===== config.mk =====
export PLATFORM = sky130hd
export DESIGN_NAME = tmhq_front_flat
export DESIGN_NICKNAME = d
export VERILOG_FILES = /design/src/hw/rtl/tmhq_pkg.sv /design/src/hw/rtl/tmhq_cmd_if.sv /design/src/hw/rtl/tmhq_front.sv /design/src/flat_wrapper.sv
export SDC_FILE = /design/constraint.sdc
export NUM_CORES = 1
export LEC_CHECK = 0
export ABC_AREA = 1
export BUFFER_PORTS_ARGS = -buffer_cell sky130_fd_sc_hd__buf_2
export CORE_ASPECT_RATIO = 0.8
export CORE_UTILIZATION = 50
export CTS_CLUSTER_SIZE = 16
export DETAILED_ROUTE_END_ITERATION = 7
export GPL_TIMING_DRIVEN = 1
export PLACE_DENSITY_LB_ADDON = 0.12
export SLEW_MARGIN = 30
export SYNTH_ARGS = -nofsm -noshare
export SYNTH_HDL_FRONTEND = slang
export SYNTH_SLANG_ARGS = --single-unit

===== constraint.sdc =====
create_clock -name clk -period 20.7 [get_ports clk]
set_input_delay 4.14 -clock clk [delete_from_list [all_inputs] [get_ports clk]]
set_output_delay 4.14 -clock clk [all_outputs]
set_load 0.005 [all_outputs]

===== src/hw/rtl/tmhq_pkg.sv =====
// ---------------------------------------------------------------------------
// tmhq_pkg: shared types and constants for the timer min-heap queue
// Widths, command and result codes, queue entry type.
// ---------------------------------------------------------------------------
package tmhq_pkg;
	localparam int Capacity = 32;
	localparam int IdW = 5;
	localparam int CntW = 6;
	localparam int TimeW = 63;
	localparam int IvlW = 40;
	localparam logic [TimeW-1:0] TimeMax = {TimeW{1'b1}};

	localparam logic [1:0] CMD_ADD  = 2'd0;
	localparam logic [1:0] CMD_STOP = 2'd1;
	localparam logic [1:0] CMD_TICK = 2'd2;
	localparam logic [1:0] CMD_NOP  = 2'd3;

	localparam logic [1:0] KIND_ADD  = 2'd0;
	localparam logic [1:0] KIND_STOP = 2'd1;
	localparam logic [1:0] KIND_FIRE = 2'd2;
	localparam logic [1:0] KIND_DONE = 2'd3;

	localparam logic [1:0] ST_OK    = 2'd0;
	localparam logic [1:0] ST_FULL  = 2'd1;
	localparam logic [1:0] ST_NOTFD = 2'd2;

	typedef struct packed {
		logic [1:0]       command;
		logic [IdW-1:0]   timer_id;
		logic [TimeW-1:0] expiry_time;
		logic [IvlW-1:0]  interval_us;
		logic [TimeW-1:0] now_time;
	} cmd_t;

	typedef struct packed {
		logic [1:0]       kind;
		logic [1:0]       status;
		logic [IdW-1:0]   result_id;
		logic             is_earliest;
		logic             has_deadline;
		logic [TimeW-1:0] next_deadline;
		logic             last;
	} res_t;
endpackage


===== src/hw/rtl/tmhq_cmd_if.sv =====
// ---------------------------------------------------------------------------
// tmhq_cmd_if: command channel
// Valid/ready channel carrying one command item.
// ---------------------------------------------------------------------------
interface tmhq_cmd_if;
	logic                          valid;
	logic                          ready;
	logic [1:0]                    command;
	logic [tmhq_pkg::IdW-1:0]      timer_id;
	logic [tmhq_pkg::TimeW-1:0]    expiry_time;
	logic [tmhq_pkg::IvlW-1:0]     interval_us;
	logic [tmhq_pkg::TimeW-1:0]    now_time;
	modport source (output valid, command, timer_id, expiry_time, interval_us, now_time,
		input ready);
	modport sink (input valid, command, timer_id, expiry_time, interval_us, now_time,
		output ready);
endinterface


===== src/hw/rtl/tmhq_front.sv =====
// ---------------------------------------------------------------------------
// tmhq_front: command intake and queue
// Two-entry queue that takes command items and drops code three (NOP).
// ---------------------------------------------------------------------------
module tmhq_front (
	input  logic               clk,
	input  logic               arst_n,
	tmhq_cmd_if.sink           cmd,
	output logic               q_valid,
	output tmhq_pkg::cmd_t     q_data,
	input  logic               q_pop
);
	tmhq_pkg::cmd_t mem_q [2];
	logic           wp_q, rp_q;
	logic [1:0]     cnt_q;
	logic           push;

	assign cmd.ready = (cnt_q != 2'd2);
	// drop command three at the door
	assign push = cmd.valid && cmd.ready && (cmd.command != tmhq_pkg::CMD_NOP);
	assign q_valid = (cnt_q != 2'd0);
	assign q_data = mem_q[rp_q];

	always_ff @(posedge clk) begin
		if (push) begin
			mem_q[wp_q] <= '{cmd.command, cmd.timer_id, cmd.expiry_time,
				cmd.interval_us, cmd.now_time};
		end
	end

	always_ff @(posedge clk or negedge arst_n) begin
		if (!arst_n) begin
			wp_q <= 1'b0;
			rp_q <= 1'b0;
			cnt_q <= 2'd0;
		end else begin
			if (push) wp_q <= ~wp_q;
			if (q_pop) rp_q <= ~rp_q;
			cnt_q <= cnt_q + {1'b0, push} - {1'b0, q_pop};
		end
	end
endmodule


===== src/flat_wrapper.sv =====
// flat-port wrapper written by rule: the top's interface ports become plain ports
module tmhq_front_flat 
  (clk, arst_n, q_valid, q_data, q_pop, cmd_valid, cmd_command, cmd_timer_id, cmd_expiry_time, cmd_interval_us, cmd_now_time, cmd_ready);
  tmhq_cmd_if cmd_i ();
  input  logic clk;
  input  logic arst_n;
  output logic q_valid;
  output tmhq_pkg::cmd_t q_data;
  input  logic q_pop;
  input wire logic [$bits(cmd_i.valid)-1:0] cmd_valid;
  input wire logic [$bits(cmd_i.command)-1:0] cmd_command;
  input wire logic [$bits(cmd_i.timer_id)-1:0] cmd_timer_id;
  input wire logic [$bits(cmd_i.expiry_time)-1:0] cmd_expiry_time;
  input wire logic [$bits(cmd_i.interval_us)-1:0] cmd_interval_us;
  input wire logic [$bits(cmd_i.now_time)-1:0] cmd_now_time;
  output wire logic [$bits(cmd_i.ready)-1:0] cmd_ready;
  assign cmd_i.valid = cmd_valid;
  assign cmd_i.command = cmd_command;
  assign cmd_i.timer_id = cmd_timer_id;
  assign cmd_i.expiry_time = cmd_expiry_time;
  assign cmd_i.interval_us = cmd_interval_us;
  assign cmd_i.now_time = cmd_now_time;
  assign cmd_ready = cmd_i.ready;
  tmhq_front u_core (.clk(clk), .arst_n(arst_n), .cmd(cmd_i), .q_valid(q_valid), .q_data(q_data), .q_pop(q_pop));
endmodule

==> key figures <==
Global routing
  • GR Overflow Total: 0
  • Gr usage total: 0.1892
  • Initial antenna violation count: 7
  • Pin count of the biggest net entering global routing: 90
  • Global-route wire length before repair: 37.12 mm
  • Vias in the first global route: 6813

Final layout
  • Fin nets: 1116
  • # fillers: 1790
  • Area Overhead vs Synth: 24.22%
  • Post-route cell area: about 16000 sq um
  • Fraction of layout instances using a drive strength above 1: 0.5967

Logic synthesis
  • Yosys reg bits: between 300 and 400
  • Post-synth EDFFs: about 350
  • Cell with the most instances after synthesis: edfxtp_1
  • Synth Net Count: between 700 and 800
  • Sequential cell area fraction in the yosys report: 0.8224
  • Post-synth top area cell: edfxtp_1
  • Mean Syn Cell Area: 22.70 sq um
  • Syn. warnings: 0
  • Post-synth cell types: 13
  • Asr flop ratio synth: 0.01143
  • Synth top cells by count: edfxtp_1, mux2_2, buf_6, nand2_1
  • Top post-synthesis cells by area: edfxtp_1, mux2_2, buf_6
  • Synth top area share: 0.8145
  • Mapped cell area: 12760 sq um
  • Top_reg_cell synth: edfxtp_1
  • Mapped Cells: 562

Timing
  • Fmax: 0.1550 GHz
  • Max_slew headroom: 0.4208
  • Tcrit/Tclk final: 0.3117
  • Fin Setup TNS: 0 ns
  • RSZ-0062 raised after global routing: false
  • Final hold violation count: 0
  • Period minus WS final: about 6.5 ns
  • Clock skew: 0.01023 ns
  • Final Setup Violations: 0
  • Final Max Tran Viols: 0
  • Hold_ws: around 0.64 ns
  • Worst slew pin tran: 0.8688 ns

Die
  • Die footprint: 26160 sq um
  • Num rows: 51
  • Die Height: approximately 140 microns
  • Core Box Area: roughly 25000 sq um
  • Initial core utilization: 0.5165
  • Io pins: 352
  • Chip width: 180.6 microns

Worst setup path
  • Worst path arrival time: between 2 and 2.5 ns
  • CP Capture Type: primary output
  • WS Path Type: register to primary output
  • Critical Path Start Type: register
  • Crit-path max FO: 89
  • Data required time at the worst endpoint: around 17 ns

CTS
  • CTS resizes: 0
  • Postcts setup bufs: 0
  • CTS clk-pin slew, worst paths: 0.06 ns
  • Post-CTS Hold Buffers: 0
  • Root buffer cell: clkbuf_16
  • Cts bufs inserted: 35
  • CTS tree: yes
  • CTS HTree Levels: 2
  • Clock Latency Late Sink: 0.49 ns
  • Clock buffer depth: 3
  • Clk sinks: 350

Min path
  • HP Class: register to register

Power
  • Sw frac: 0.2649
  • Pwr Density: 130.3 nW/um^2
  • Clk pwr share: 0.272
  • Overall power: between 0.002 and 0.0025 W
  • P_int: 0.001518 W
  • Seq pwr share: 0.464
  • Comb pwr share: 0.263
  • Psw: 0.0005469 W
  • Leak pwr: 5.906 nW
  • Max VDD drop: about 0.09 mV

Drt
  • Post-route ant nets: 0
  • Total number of vias: 6505
  • Starting DRT DRC Count: 357
  • Pre-antenna DRT Iters: 4
  • Remaining DRCs: 0
  • Wire per inst: 19.82 microns
  • Routed WL: 25.50 mm
  • Vias per cell: 5.054

Job
  • Max-Cap Viols: 0

Placed design
  • Buffers added on ports: 351
  • Hpwl dp: 17.23 mm
  • Dpl cell area: roughly 15000 sq um
  • GPL Wtd Cong: 0.7575

Run status
  • Status: complete, no violations
[flip-flops by register name, summed over array words and instances, names as in the netlist]
signal,flops
u_core.cnt_q,2
u_core.wp_q,1
u_core.rp_q,1
u_core.mem_q,346
[per-layer routing]
metal | track usage | up-vias | part of all wire
met5 | 0 | - | 0.00094
met4 | 0.06928 | 4 | 0.027
met3 | 0.07508 | 53 | 0.099
met2 | 0.3154 | 277 | 0.49
met1 | 0.2245 | 3160 | 0.38
li1 | - | 3011 | -
[cells in the final DEF (no fill, tap or decap), types with 2 or more instances in the layout]
cell type  instances
buf_2            351
edfxtp_1         346
mux2_2           173
clkbuf_16         37
clkinv_1          12
clkbuf_1          10
diode_2            7
nand2_1            5
inv_1              4
xor2_1             4
buf_6              4
dfrtp_1            3
nor2_4             2
clkinv_2           2
buf_4              2
[logic make-up (layout without fill, tap and decap cells)]
family,count (synthesis),after routing,synth area share
buffers and inverters,23,423,0.01746
and+or+nand+nor,11,11,0.003728
muxes,173,173,0.1527
DFF,350,350,0.8224
adders and majority gates,1,1,0.0009807
xor gates and xnor gates,4,4,0.002746
other,0,7,0
[per-stage QoR]
stage | setup slack [ns] | util | instances
2_1_floorplan | 8.389 | - | 562
3_3_place_gp | 13.79 | 0.5980 | 1218
3_5_place_dp | 14.02 | 0.5995 | 1219
4_1_cts | 14.11 | 0.6408 | 1280
5_1_grt | 14.16 | 0.6411 | 1282
6_report | 14.25 | 0.6416 | 1287
[critical path, stage by stage, from the launching register on]
cell     delay, ns
dfrtp_4       0.52
buf_6         0.63
mux2_2        0.43
buf_2         0.13
[final cells by class]
cell class | instances | area [sq um] | share of cell area
diodes | 7 | 17.52 | 0.001105
clock buffers | 47 | 963.4 | 0.06080
clock inverters | 14 | 55.05 | 0.003474
inverters | 4 | 15.01 | 0.0009476
multi-input cells | 189 | 2058 | 0.1299
flip-flops and latches | 350 | 10490 | 0.6623
well taps | 318 | 397.9 | 0.02511
repair buffers | 358 | 1844 | 0.1164
[final timing paths]
check / slack, ns / cells past startpoint / startpoint / to
min in group asynchronous: 3.45 / 1 / arst_n / u_core.wp_q
max in group asynchronous: 17.11 / 1 / arst_n / u_core.rp_q
hold / removal: 0.64 / 3 / u_core.cnt_q[1] / u_core.cnt_q[1]
hold reg to reg: 0.64 / 3 / u_core.cnt_q[1] / u_core.cnt_q[1]
setup / recovery: 14.25 / 3 / u_core.rp_q / q_data[11]
setup reg to reg: 17.91 / 4 / u_core.cnt_q[1] / u_core.mem_q[0][11]
[power by group through the flow]
| stage | Combinational (W) | Sequential, W | Clock [W] |
|---|---|---|---|
| floorplan | 0.000347 | 0.000998 | 0 |
| global placement | 0.000538 | 0.000967 | 0 |
| detailed placement | 0.000552 | 0.000974 | 0 |
| CTS | 0.000555 | 0.000960 | 0.000577 |
| global route | 0.000588 | 0.000969 | 0.000605 |
| finish | 0.000543 | 0.000959 | 0.000562 |
Power figures use the tool's default switching activity.
